==> config.mk <==
export PLATFORM = sky130hd
export DESIGN_NAME = earliest_free_worker_scheduler
export DESIGN_NICKNAME = d
export VERILOG_FILES = /design/src/efws_pkg.sv /design/src/efws_heap_ram.sv /design/src/earliest_free_worker_scheduler.sv
export VERILOG_INCLUDE_DIRS = /design/src /design/src/src
export SDC_FILE = /design/constraint.sdc
export NUM_CORES = 2
export LEC_CHECK = 0
export BUFFER_PORTS_ARGS = -buffer_cell sky130_fd_sc_hd__buf_2
export CORE_UTILIZATION = 32
export CTS_CLUSTER_DIAMETER = 120
export CTS_CLUSTER_SIZE = 14
export DETAILED_ROUTE_END_ITERATION = 12
export SYNTH_ARGS = -nofsm -noshare
export SYNTH_HDL_FRONTEND = slang
export SYNTH_HIERARCHICAL = 1
export SYNTH_SLANG_ARGS = --single-unit
==> constraint.sdc <==
create_clock -name clk -period 15.8 [get_ports clk]
set_clock_uncertainty 0.15 [all_clocks]
set_input_delay 0.79 -clock clk [delete_from_list [all_inputs] [get_ports clk]]
set_output_delay 0.79 -clock clk [all_outputs]
set_load 0.02 [all_outputs]
==> src/earliest_free_worker_scheduler_defines.svh <==
// Assertion helpers for the scheduler.
`ifndef EARLIEST_FREE_WORKER_SCHEDULER_DEFINES_SVH
`define EARLIEST_FREE_WORKER_SCHEDULER_DEFINES_SVH

// Same-cycle implication, held off during reset.
`define EFWS_ASSERT_IMP(lbl, clk, rstn, ante, cons, msg) \
  lbl: assert property (@(posedge clk) disable iff (!(rstn)) (ante) |-> (cons)) \
    else $error(msg);

// Next-cycle implication, held off during reset.
`define EFWS_ASSERT_NXT(lbl, clk, rstn, ante, cons, msg) \
  lbl: assert property (@(posedge clk) disable iff (!(rstn)) (ante) |=> (cons)) \
    else $error(msg);

`endif

==> src/efws_pkg.sv <==
`default_nettype none

package efws_pkg;

  localparam int DEFAULT_MAX_WORKERS = 16;
  localparam int RESET_WORKERS       = 16;
  localparam int COUNT_IN_W          = 5;
  localparam int HEAP_CAP            = 31;  // largest count a 5-bit write can ask for
  localparam int WORKER_W            = 5;   // holds any id below HEAP_CAP
  localparam int DUR_W               = 32;
  localparam int TIME_W              = 64;
  localparam int OUT_ID_W            = 4;

  typedef struct packed {
    logic [TIME_W-1:0]   free_time;
    logic [WORKER_W-1:0] worker;
  } heap_entry_t;

  // key order: free time first, lower worker id wins a tie
  function automatic logic key_less(input heap_entry_t a, input heap_entry_t b);
    key_less = (a.free_time < b.free_time) ||
               ((a.free_time == b.free_time) && (a.worker < b.worker));
  endfunction

endpackage

`default_nettype wire

==> src/efws_heap_ram.sv <==
`default_nettype none

module efws_heap_ram import efws_pkg::*; #(
  parameter int DEPTH = DEFAULT_MAX_WORKERS,
  parameter int AW    = 4
) (
  input  wire logic        clk,
  input  wire logic        rst_n,
  input  wire logic        clr,
  input  wire logic        wr_en,
  input  wire logic [AW-1:0] wr_addr,
  input  wire heap_entry_t wr_data,
  input  wire logic        rd_en,
  input  wire logic [AW-1:0] rd_addr_a,
  input  wire logic [AW-1:0] rd_addr_b,
  output heap_entry_t      rd_data_a,
  output heap_entry_t      rd_data_b
);

  heap_entry_t         mem_r [DEPTH];
  logic [DEPTH-1:0]    vld_r;
  heap_entry_t         rd_ent_a_r, rd_ent_b_r;
  logic                rd_vld_a_r, rd_vld_b_r;
  logic [AW-1:0]       rd_addr_a_r, rd_addr_b_r;

  always_ff @(posedge clk) begin
    if (wr_en) begin
      mem_r[wr_addr] <= wr_data;
    end
    if (rd_en) begin
      rd_ent_a_r  <= mem_r[rd_addr_a];
      rd_ent_b_r  <= mem_r[rd_addr_b];
      rd_vld_a_r  <= vld_r[rd_addr_a];
      rd_vld_b_r  <= vld_r[rd_addr_b];
      rd_addr_a_r <= rd_addr_a;
      rd_addr_b_r <= rd_addr_b;
    end
  end

  // unwritten entry reads as its restart value
  always_ff @(posedge clk) begin
    if (!rst_n || clr) begin
      vld_r <= '0;
    end else if (wr_en) begin
      vld_r[wr_addr] <= 1'b1;
    end
  end

  always_comb begin
    rd_data_a = rd_vld_a_r ? rd_ent_a_r
                           : heap_entry_t'{free_time: '0, worker: WORKER_W'(rd_addr_a_r)};
    rd_data_b = rd_vld_b_r ? rd_ent_b_r
                           : heap_entry_t'{free_time: '0, worker: WORKER_W'(rd_addr_b_r)};
  end

endmodule

`default_nettype wire

==> src/earliest_free_worker_scheduler.sv <==
// The result word is registered at the edge that accepts the job.
// A new job is taken only once any sift of the last one has finished and no output
//   word is held by out_stall; a zero duration needs no sift. The job rate is set
//   by the single key comparator, used twice per level, and the heap RAM read.
// Reset (rst_n, synchronous, active low): 16 workers (fewer if MAX_WORKERS is
//   smaller), every free time zero, heap entry k holds worker k; no clearing pass.
`default_nettype none

`include "earliest_free_worker_scheduler_defines.svh"

module earliest_free_worker_scheduler import efws_pkg::*; #(
  parameter int MAX_WORKERS = DEFAULT_MAX_WORKERS
) (
  input  wire logic                  clk,
  input  wire logic                  rst_n,
  // job input
  input  wire logic                  in_valid,
  output logic                       in_stall,
  input  wire logic [DUR_W-1:0]      in_duration,
  // assignment output
  output logic                       out_valid,
  input  wire logic                  out_stall,
  output logic [OUT_ID_W-1:0]        out_worker,
  output logic [TIME_W-1:0]          out_start_time,
  // worker count register
  input  wire logic                  cfg_valid,
  output logic                       cfg_ready,
  input  wire logic [COUNT_IN_W-1:0] cfg_worker_count
);

  // A write can never ask for more than HEAP_CAP workers, so the heap never
  // needs more entries than that, whatever MAX_WORKERS is.
  localparam int DEPTH     = (MAX_WORKERS < HEAP_CAP) ? MAX_WORKERS : HEAP_CAP;
  localparam int AW        = (DEPTH > 1) ? $clog2(DEPTH) : 1;
  localparam int CW        = $clog2(DEPTH + 1);
  localparam int RST_COUNT = (DEPTH < RESET_WORKERS) ? DEPTH : RESET_WORKERS;
  localparam int CIW       = AW + 2;  // child index width, holds 2*pos+2

  localparam logic [COUNT_IN_W-1:0] DEPTH_C = COUNT_IN_W'(DEPTH);

  // sequencer codes
  localparam logic [1:0] ST_IDLE  = 2'd0;  // waiting for a job
  localparam logic [1:0] ST_READ  = 2'd1;  // fetch both children of pos
  localparam logic [1:0] ST_PICK  = 2'd2;  // smaller child
  localparam logic [1:0] ST_PLACE = 2'd3;  // child against the sinking entry

  logic [1:0]    state_r, state_nxt;
  logic [AW-1:0] pos_r, pos_nxt;
  logic [AW-1:0] best_idx_r, best_idx_nxt;
  logic [CW-1:0] count_r, count_nxt;
  heap_entry_t   root_r, root_nxt;     // heap position 0 lives in flops
  heap_entry_t   cur_r, cur_nxt;       // entry being sifted down
  heap_entry_t   best_r, best_nxt;

  logic                out_valid_r, out_valid_nxt;
  logic [OUT_ID_W-1:0] out_id_r, out_id_nxt;
  logic [TIME_W-1:0]   out_time_r, out_time_nxt;

  logic                in_accept, cfg_write;
  logic                sift_needed;
  logic [TIME_W:0]     sum_w;
  logic [TIME_W-1:0]   next_time;
  logic [AW+3:0]       root_id_ext;
  logic [CIW-1:0]      left_ext, right_ext, count_ext;
  logic                has_left, has_right;
  logic [COUNT_IN_W-1:0] cnt_in;

  // shared key comparator
  heap_entry_t   cmp_a, cmp_b;
  logic          cmp_less;

  // heap RAM ports
  heap_entry_t   rd_left, rd_right, wr_data;
  logic          ram_wr, place_now;

  // ---------------------------------------------------------------------------
  // Handshakes. A pending config word blocks jobs, so the two never meet.
  // ---------------------------------------------------------------------------
  assign cfg_ready = (state_r == ST_IDLE);
  assign cfg_write = cfg_valid && cfg_ready;
  assign in_stall  = (state_r != ST_IDLE) || cfg_valid || (out_valid_r && out_stall);
  assign in_accept = in_valid && !in_stall;

  assign out_valid      = out_valid_r;
  assign out_worker     = out_id_r;
  assign out_start_time = out_time_r;

  // ---------------------------------------------------------------------------
  // Root update: saturating add of the duration. No sift when the key is
  // unchanged (zero duration, or free time already at the top).
  // ---------------------------------------------------------------------------
  assign sum_w       = {1'b0, root_r.free_time} + (TIME_W + 1)'(in_duration);
  assign next_time   = sum_w[TIME_W] ? '1 : sum_w[TIME_W-1:0];
  assign sift_needed = (in_duration != '0) && (root_r.free_time != '1);
  assign root_id_ext = {4'b0, root_r.worker[AW-1:0]};

  // children of pos: 2*pos+1 and 2*pos+2, in range below the worker count
  assign left_ext  = CIW'({pos_r, 1'b1});
  assign right_ext = left_ext + CIW'(1);
  assign count_ext = CIW'(count_r);
  assign has_left  = left_ext < count_ext;
  assign has_right = right_ext < count_ext;

  // clamp the written count to 1..DEPTH
  always_comb begin
    if (cfg_worker_count == '0) begin
      cnt_in = COUNT_IN_W'(1);
    end else if (cfg_worker_count > DEPTH_C) begin
      cnt_in = DEPTH_C;
    end else begin
      cnt_in = cfg_worker_count;
    end
  end

  // one comparator: right vs left while picking, child vs sinking entry after
  always_comb begin
    if (state_r == ST_PICK) begin
      cmp_a = rd_right;
      cmp_b = rd_left;
    end else begin
      cmp_a = best_r;
      cmp_b = cur_r;
    end
    cmp_less = key_less(cmp_a, cmp_b);
  end

  // Hole-style sift: a smaller child moves up into pos; the sinking entry is
  // written once, where it comes to rest.
  assign place_now = ((state_r == ST_READ) && !has_left) || (state_r == ST_PLACE);
  assign wr_data   = ((state_r == ST_PLACE) && cmp_less) ? best_r : cur_r;
  assign ram_wr    = place_now && (pos_r != '0);

  always_comb begin
    state_nxt     = state_r;
    pos_nxt       = pos_r;
    best_idx_nxt  = best_idx_r;
    count_nxt     = count_r;
    root_nxt      = root_r;
    cur_nxt       = cur_r;
    best_nxt      = best_r;
    out_valid_nxt = out_valid_r;
    out_id_nxt    = out_id_r;
    out_time_nxt  = out_time_r;

    if (out_valid_r && !out_stall) begin
      out_valid_nxt = 1'b0;
    end

    if (place_now && (pos_r == '0)) begin
      root_nxt = wr_data;
    end

    case (state_r)
      ST_IDLE: begin
        if (cfg_write) begin
          count_nxt = CW'(cnt_in);
          root_nxt  = '{free_time: '0, worker: '0};
        end else if (in_accept) begin
          out_valid_nxt = 1'b1;
          out_id_nxt    = root_id_ext[OUT_ID_W-1:0];
          out_time_nxt  = root_r.free_time;
          if (sift_needed) begin
            cur_nxt   = '{free_time: next_time, worker: root_r.worker};
            pos_nxt   = '0;
            state_nxt = ST_READ;
          end
        end
      end
      ST_READ: begin
        state_nxt = has_left ? ST_PICK : ST_IDLE;
      end
      ST_PICK: begin
        if (has_right && cmp_less) begin
          best_nxt     = rd_right;
          best_idx_nxt = right_ext[AW-1:0];
        end else begin
          best_nxt     = rd_left;
          best_idx_nxt = left_ext[AW-1:0];
        end
        state_nxt = ST_PLACE;
      end
      ST_PLACE: begin
        if (cmp_less) begin
          pos_nxt   = best_idx_r;
          state_nxt = ST_READ;
        end else begin
          state_nxt = ST_IDLE;
        end
      end
      default: begin
        state_nxt = ST_IDLE;
      end
    endcase
  end

  always_ff @(posedge clk) begin
    if (!rst_n) begin
      state_r     <= ST_IDLE;
      count_r     <= CW'(RST_COUNT);
      root_r      <= '{free_time: '0, worker: '0};
      out_valid_r <= 1'b0;
    end else begin
      state_r     <= state_nxt;
      count_r     <= count_nxt;
      root_r      <= root_nxt;
      out_valid_r <= out_valid_nxt;
    end
  end

  always_ff @(posedge clk) begin
    pos_r      <= pos_nxt;
    best_idx_r <= best_idx_nxt;
    cur_r      <= cur_nxt;
    best_r     <= best_nxt;
    out_id_r   <= out_id_nxt;
    out_time_r <= out_time_nxt;
  end

  // positions 1 and up; position 0 is root_r
  efws_heap_ram #(
    .DEPTH (DEPTH),
    .AW    (AW)
  ) u_heap_ram (
    .clk       (clk),
    .rst_n     (rst_n),
    .clr       (cfg_write),
    .wr_en     (ram_wr),
    .wr_addr   (pos_r),
    .wr_data   (wr_data),
    .rd_en     ((state_r == ST_READ) && has_left),
    .rd_addr_a (left_ext[AW-1:0]),
    .rd_addr_b (right_ext[AW-1:0]),
    .rd_data_a (rd_left),
    .rd_data_b (rd_right)
  );

  // ---------------------------------------------------------------------------
  // Checks
  // ---------------------------------------------------------------------------
  `EFWS_ASSERT_NXT(a_sift_starts, clk, rst_n, in_accept && sift_needed,
    state_r == ST_READ, "changed root key did not start a sift")
  `EFWS_ASSERT_NXT(a_root_kept, clk, rst_n, in_accept && !sift_needed,
    $stable(root_r) && (state_r == ST_IDLE), "unchanged key disturbed the heap")
  `EFWS_ASSERT_NXT(a_pos_descends, clk, rst_n, (state_r == ST_PLACE) && cmp_less,
    pos_r > $past(pos_r), "sift position did not move down")
  `EFWS_ASSERT_IMP(a_pick_has_child, clk, rst_n, state_r == ST_PICK,
    has_left && (count_r != '0), "picking a child of a leaf")

endmodule

`default_nettype wire
Word level (Yosys, flattened, before mapping) --
Memories as Yosys holds them, arrays and structs flattened. A register that Yosys moved wholly into a read port is not among the register bits. Index checks and enable logic that the tools add are counted.
Word-level totals: register bits after elaboration 316, memory bits (writable) 1104, bits of input ports 42, memories kept 1
Memories:
- u_heap_ram.mem_r | depth 16, bits a word 69, read ports 2, clocked after Yosys merged registers in 2, wr ports 1, line efws_heap_ram.sv:20 | heap_entry_t mem_r [DEPTH];
Cells by class: equality and inequality tests 9, $lt $le $gt $ge 9, add/subtract/negate cells 2, reductions and logical operators 34, bitwise logic cells 2, multiplexer cells 35
Operators by type and width (count):
- 69-bit two-way mux | 9
- 64-bit by 32-bit adder with 65-bit output | 1
- 64-bit == test | 1
- 64-bit < comparator | 1
- 64-bit inequality test (second input constant) | 1
- 32-bit nonzero test | 1
- 4-bit two-way mux | 5
- 16-bit bitwise OR | 1
- 4-bit by 5-bit < comparator with 1-bit output (second input constant) | 3
- 1-bit logical AND | 13
- 5-bit < comparator | 2
- 1-bit two-way mux | 10
- 5-bit two-way mux | 2
- 2-bit two-way mux | 4
- 2-bit one-hot mux with 4 select lines | 1
- 4-bit one-hot mux with 2 select lines | 1
- 5-bit by 1-bit adder with 6-bit output (second input constant) | 1
- 6-bit by 5-bit < comparator with 1-bit output | 1
- 3-bit AND reduction | 2
- 5-bit > comparator (second input constant) | 1
- 5-bit zero test | 1
- 1-bit logical OR | 5
- 5-bit AND reduction | 1
- 1-bit binary-select mux with 4-bit select | 1
- other kinds (15) | 22

Longest topological paths before layout --
word-level depth 10, depth in mapped cells 20, gate-level depth less buffers 14

Modules after synthesis --
Netlist, hierarchy kept.
By module, submodules not included:
- efws_heap_ram | cells an instance 2636, instances 1, area an instance 55285.5 um^2, sequential area each 37916.4 um^2
- earliest_free_worker_scheduler | cells an instance 1628, instances 1, area an instance 17279.1 um^2, sequential area each 7967.6 um^2

Worst setup path before layout --
OpenSTA, ideal clock, no wires.
kind reg-to-reg, start point register state_r[0], end point register pos_r[0] (enable), setup time 326 ps, period minus slack after synthesis 7716 ps, path slack 8084 ps, path buffers 1, cell stages (with the launch flop) 8, arrival 7240 ps, cells stage by stage dfxtp_1 > clkbuf_1 > nor2_1 > nand2_1 > nor2_1 > nand2_1 > a311oi_1 > or2_2
Between the ends: elaborated cells between the ends (all ways) 22, those cells by class 2 x order compare; 7 x eq/ne; 2 x mux; 11 x reduce/logical
RTL lines:
- from (decl) | line earliest_free_worker_scheduler.sv:47 | logic [1:0] state_r, state_nxt;
- from (signal assigned) | line earliest_free_worker_scheduler.sv:203 | state_r <= state_nxt;
- 2-bit zero test * | line earliest_free_worker_scheduler.sv:79 | assign cfg_ready = (state_r == ST_IDLE);
- named net cfg_ready | line earliest_free_worker_scheduler.sv:27 | output logic cfg_ready,
- 1-bit logical AND | line earliest_free_worker_scheduler.sv:80 | assign cfg_write = cfg_valid && cfg_ready;
- 2-bit inequality test (no source line)
- 5-bit AND reduction (no source line) *
- to (signal assigned) | line earliest_free_worker_scheduler.sv:211 | pos_r <= pos_nxt;
- to (decl) | line earliest_free_worker_scheduler.sv:48 | logic [AW-1:0] pos_r, pos_nxt;
The timed path passes the listed nets; every way through them passes the cells marked *. A chain may end at the register's enable or synchronous reset.

==> flow_summary.html <==
<table>
<tr><th>Metric</th><th>Value</th></tr>
<tr><th colspan="2">Layout</th></tr>
<tr><td>Number of fillers in the final layout</td><td>21000</td></tr>
<tr><td>Relative area change from synthesis to final layout</td><td>10.9%</td></tr>
<tr><td>Area of combinational cells with multiple inputs</td><td>25500 µm²</td></tr>
<tr><td># nets final</td><td>4475</td></tr>
<tr><td>Share of final-layout standard cells stronger than drive strength 1</td><td>0.251</td></tr>
<tr><td>Area taken by flip-flops and latches</td><td>45900 µm²</td></tr>
<tr><th colspan="2">Clocking</th></tr>
<tr><td>Post-CTS repair timing setup buffer count</td><td>0</td></tr>
<tr><td>TritonCTS Sinks</td><td>1559</td></tr>
<tr><td>Skew-Pair Late Insertion Delay</td><td>0.82 ns</td></tr>
<tr><td>CTS buffer count</td><td>131</td></tr>
<tr><td>Clock transition time at the flip-flop clock pins of the worst setup and hold paths</td><td>0.07 ns</td></tr>
<tr><td>TritonCTS clock tree</td><td>yes</td></tr>
<tr><td>Cell at the root of the clock tree</td><td>clkbuf_16</td></tr>
<tr><td>Maximum level of the CTS H-tree</td><td>4</td></tr>
<tr><td>Number of buffers on the longest clock path</td><td>3</td></tr>
<tr><td>Hold buffer count at cts</td><td>0</td></tr>
<tr><td>Resize count post-CTS</td><td>0</td></tr>
<tr><th colspan="2">Routing</th></tr>
<tr><td>Aggregate routed wire length</td><td>217000 µm</td></tr>
<tr><td>Via density per instance</td><td>5.74</td></tr>
<tr><td>DRC Markers</td><td>30</td></tr>
<tr><td>DRT Pass-1 Iters</td><td>11</td></tr>
<tr><td>DRT antenna net count</td><td>0</td></tr>
<tr><td>Total via count after detailed routing</td><td>42600</td></tr>
<tr><td>Number of DRC violations after detailed-routing iteration 0</td><td>5036</td></tr>
<tr><td>Routed wirelength normalized by instance count</td><td>29.2 µm</td></tr>
<tr><th colspan="2">Synthesis</th></tr>
<tr><td>Distinct cells, synth</td><td>66</td></tr>
<tr><td>Register area share after synthesis</td><td>0.632</td></tr>
<tr><td>Share of synthesized registers carrying an async set or reset</td><td>0</td></tr>
<tr><td>Syn avg cell area</td><td>17.0 µm²</td></tr>
<tr><td>Yosys top cell by area</td><td>edfxtp_1</td></tr>
<tr><td>Top cells by instance count after synthesis</td><td>1466 x edfxtp_1, 560 x mux4_2, 457 x nand2_1, 280 x a22oi_1, 203 x and2_1</td></tr>
<tr><td>Number of enable-type register cells in the synthesized netlist</td><td>1466</td></tr>
<tr><td>Cell Area, Synth</td><td>72600 µm²</td></tr>
<tr><td>Main synth FF type</td><td>edfxtp_1</td></tr>
<tr><td>Share of the synthesized area in the top cell type</td><td>0.607</td></tr>
<tr><td>Most area-consuming cells after synthesis</td><td>edfxtp_1 61%, mux4_2 17%, a22oi_1 2.9%</td></tr>
<tr><td>Synthesized instance count</td><td>4264</td></tr>
<tr><td>Leading cell type by number of instances after synthesis</td><td>edfxtp_1</td></tr>
<tr><td>Synthesis-stage register bit count</td><td>1559</td></tr>
<tr><td>Count of warnings emitted by yosys</td><td>6</td></tr>
<tr><th colspan="2">Worst setup path</th></tr>
<tr><td>Slowest CP cell</td><td>buf_4</td></tr>
<tr><td>Slowest cell delay on critical path</td><td>0.80 ns</td></tr>
<tr><td>Critical Path, Cell by Cell</td><td>nand2b_4, inv_6, buf_4, nand2_1, nand2_1, ha_1, a2111oi_0, o211ai_1, a31oi_1, o22ai_1, a21oi_1, o21ai_2, and2_4, nor2_4, buf_4, mux2_2</td></tr>
<tr><td>Critical Path End Type</td><td>flop</td></tr>
<tr><td>Maximum fanout encountered on the critical timing path</td><td>61</td></tr>
<tr><td>Worst Path Class, Setup</td><td>reg2reg</td></tr>
<tr><td>Required time of the critical path</td><td>16.15 ns</td></tr>
<tr><td>WP data arrival</td><td>7.16 ns</td></tr>
<tr><td>Type of origin of the critical path</td><td>flop</td></tr>
<tr><th colspan="2">Place</th></tr>
<tr><td>Hpwl dp</td><td>119000 µm</td></tr>
<tr><td>Placer's final routability congestion estimate</td><td>0.843</td></tr>
<tr><td>Number of buffers inserted by port buffering</td><td>112</td></tr>
<tr><td>Post-place setup slack</td><td>9.10 ns</td></tr>
<tr><th colspan="2">Status</th></tr>
<tr><td>Status</td><td>finished, violations left</td></tr>
<tr><td>Violations in the final reports</td><td>DRC</td></tr>
<tr><th colspan="2">GRT</th></tr>
<tr><td>Pin count of the biggest net entering global routing</td><td>281</td></tr>
<tr><td>Antenna violations before repair</td><td>2</td></tr>
<tr><td>Wire length of the first global-routing pass</td><td>310000 µm</td></tr>
<tr><td>Remaining Overflow, GRT</td><td>0</td></tr>
<tr><td>Number of global-route vias before repair</td><td>43000</td></tr>
<tr><td>Total track usage</td><td>0.187</td></tr>
<tr><th colspan="2">Timing</th></tr>
<tr><td>Final setup slack of the worst path</td><td>8.99 ns</td></tr>
<tr><td>Final setup viols</td><td>0</td></tr>
<tr><td>Number of hold-slack violations in the final timing report</td><td>0</td></tr>
<tr><td>Total Negative Setup Slacks</td><td>0 ns</td></tr>
<tr><td>Minimum period implied by the final worst setup slack</td><td>6.81 ns</td></tr>
<tr><td>Count of pins over their slew limit</td><td>0</td></tr>
<tr><td>Fin crit share</td><td>0.431</td></tr>
<tr><td>Maximum clock frequency</td><td>147 MHz</td></tr>
<tr><td>Max-slew headroom</td><td>0.0899</td></tr>
<tr><td>RSZ-0062 raised after global routing</td><td>false</td></tr>
<tr><td>Worst Max-Slew Pin Slew</td><td>1.37 ns</td></tr>
<tr><th colspan="2">Power and ir drop</th></tr>
<tr><td>Net Switching</td><td>2.00 mW</td></tr>
<tr><td>Ratio of total power to cell area</td><td>105 nW/µm²</td></tr>
<tr><td>Fraction of power spent switching nets</td><td>0.237</td></tr>
<tr><td>IR drop worst, VDD</td><td>0.000124 V</td></tr>
<tr><td>Relative contribution of sequential cells to total power</td><td>0.544</td></tr>
<tr><td>Clock network power share</td><td>0.374</td></tr>
<tr><td>LEAKAGE</td><td>26.6 nW</td></tr>
<tr><td>Internal power</td><td>6.44 mW</td></tr>
<tr><td>Share of total power in combinational logic</td><td>0.081</td></tr>
<tr><th colspan="2">Die</th></tr>
<tr><td>Vertical extent of the die</td><td>478 µm</td></tr>
<tr><td>Die area</td><td>229000 µm²</td></tr>
<tr><td>Initial Utilization</td><td>0.322</td></tr>
<tr><td>Chip width</td><td>478 µm</td></tr>
<tr><td>Floorplan row count</td><td>174</td></tr>
<tr><td>Ports</td><td>113</td></tr>
<tr><td>Core box area</td><td>225000 µm²</td></tr>
<tr><th colspan="2">Job</th></tr>
<tr><td>Max-cap viol count</td><td>0</td></tr>
<tr><th colspan="2">Min path</th></tr>
<tr><td>Classification of the worst-slack hold path</td><td>in2reg</td></tr>
</table>
[final cells by class]
cell class                 count  share of cell area
multi-input combinational   2402               0.317
antenna                        3           0.0000933
clock buffer                 218              0.0458
clock inverter                16             0.00337
inverter                      28             0.00149
tap                         2992              0.0465
sequential                  1559               0.570
timing repair buffer         200              0.0153
[power by group through the flow]
stage	logic (mW)	clock network (mW)	registers (mW)
after CTS	0.671	3.22	4.59
after detailed placement	0.669	0	4.68
after global placement	0.662	0	4.69
final	0.686	3.16	4.59
after floorplan	0.462	0	4.68
after global routing	0.732	3.36	4.59
[layer usage]
layer / vias to the layer above / GRT usage / wire [µm]
met5: - / 0 / 0
met4: 0 / 0.0575 / 6550
met3: 371 / 0.0354 / 19100
met2: 2078 / 0.302 / 102000
met1: 22600 / 0.256 / 89100
li1: 17600 / - / -
[worst max-delay path, delay by kind of cell, from the launching register on]
family          cells  cell delay [ns]
compound gates      6             1.68
fa+ha+maj           1             0.25
buf+inv             3             2.15
mux                 1             0.56
flops               1             0.52
simple gates        5             0.94
[cells in the final DEF (no fill, tap or decap), drive strengths merged, types with 45 or more instances in the layout]
master	instances
ha	110
edfxtp	1466
a221o	70
mux2i	69
nor2	54
a22oi	280
clkbuf	218
dfxtp	93
mux4	560
buf	200
nand2	457
a21oi	67
o21ai	45
mux2	149
and2	204
[through the flow]
step                      cell area, µm²  total power, mW  utilization  instances  hold WS (ns)
after detailed placement           76500             5.35        0.340       7181         0.276
after floorplan                    72600             5.15            -       4266         0.250
after global placement             76500             5.35        0.340       7181         0.264
final                              80500             8.44        0.357       7418         0.132
after global routing               80500             8.69        0.357       7416         0.122
after CTS                          80500             8.48        0.357       7415        0.0669
[logic make-up (layout without fill, tap and decap cells)]
logic type      count (synthesis)  after routing  share of synthesized area
flops                        1559           1559                      0.632
simple gates                  888            888                     0.0586
mux                           778            778                      0.206
compound gates                571            571                     0.0580
buf+inv                       305            462                     0.0193
fa+ha+maj                     111            111                     0.0192
xor+xnor                       50             50                    0.00603
other cells                     2              7                   0.000103
[flip-flops by register name, summed over array words and instances (netlist names), 5 cells and up, named ones only]
name                   count
count_r                    5
u_heap_ram/mem_r        1104
cur_r                     69
u_heap_ram/rd_ent_a_r     69
root_r                    65
u_heap_ram/vld_r          16
u_heap_ram/rd_ent_b_r     69
out_start_time            64
best_r                    69
[worst paths after layout]
kind | startpoint | to | slack (ns) | depth (start not counted)
worst max-delay path | flop | u_heap_ram/mem_r[11][23]$_DFFE_PP_ | 8.99 | 16
worst min-delay path | cfg_worker_count[3] | count_r[3]$_SDFFE_PN0P_ | 0.13 | 3
worst max register to register | flop | u_heap_ram/mem_r[11][23]$_DFFE_PP_ | 8.99 | 16
worst min register to register | root_r[4]$_SDFF_PN0_ | cur_r[4]$_DFFE_PP_ | 0.29 | 0
No activity file was read; power rests on OpenSTA's default activity.
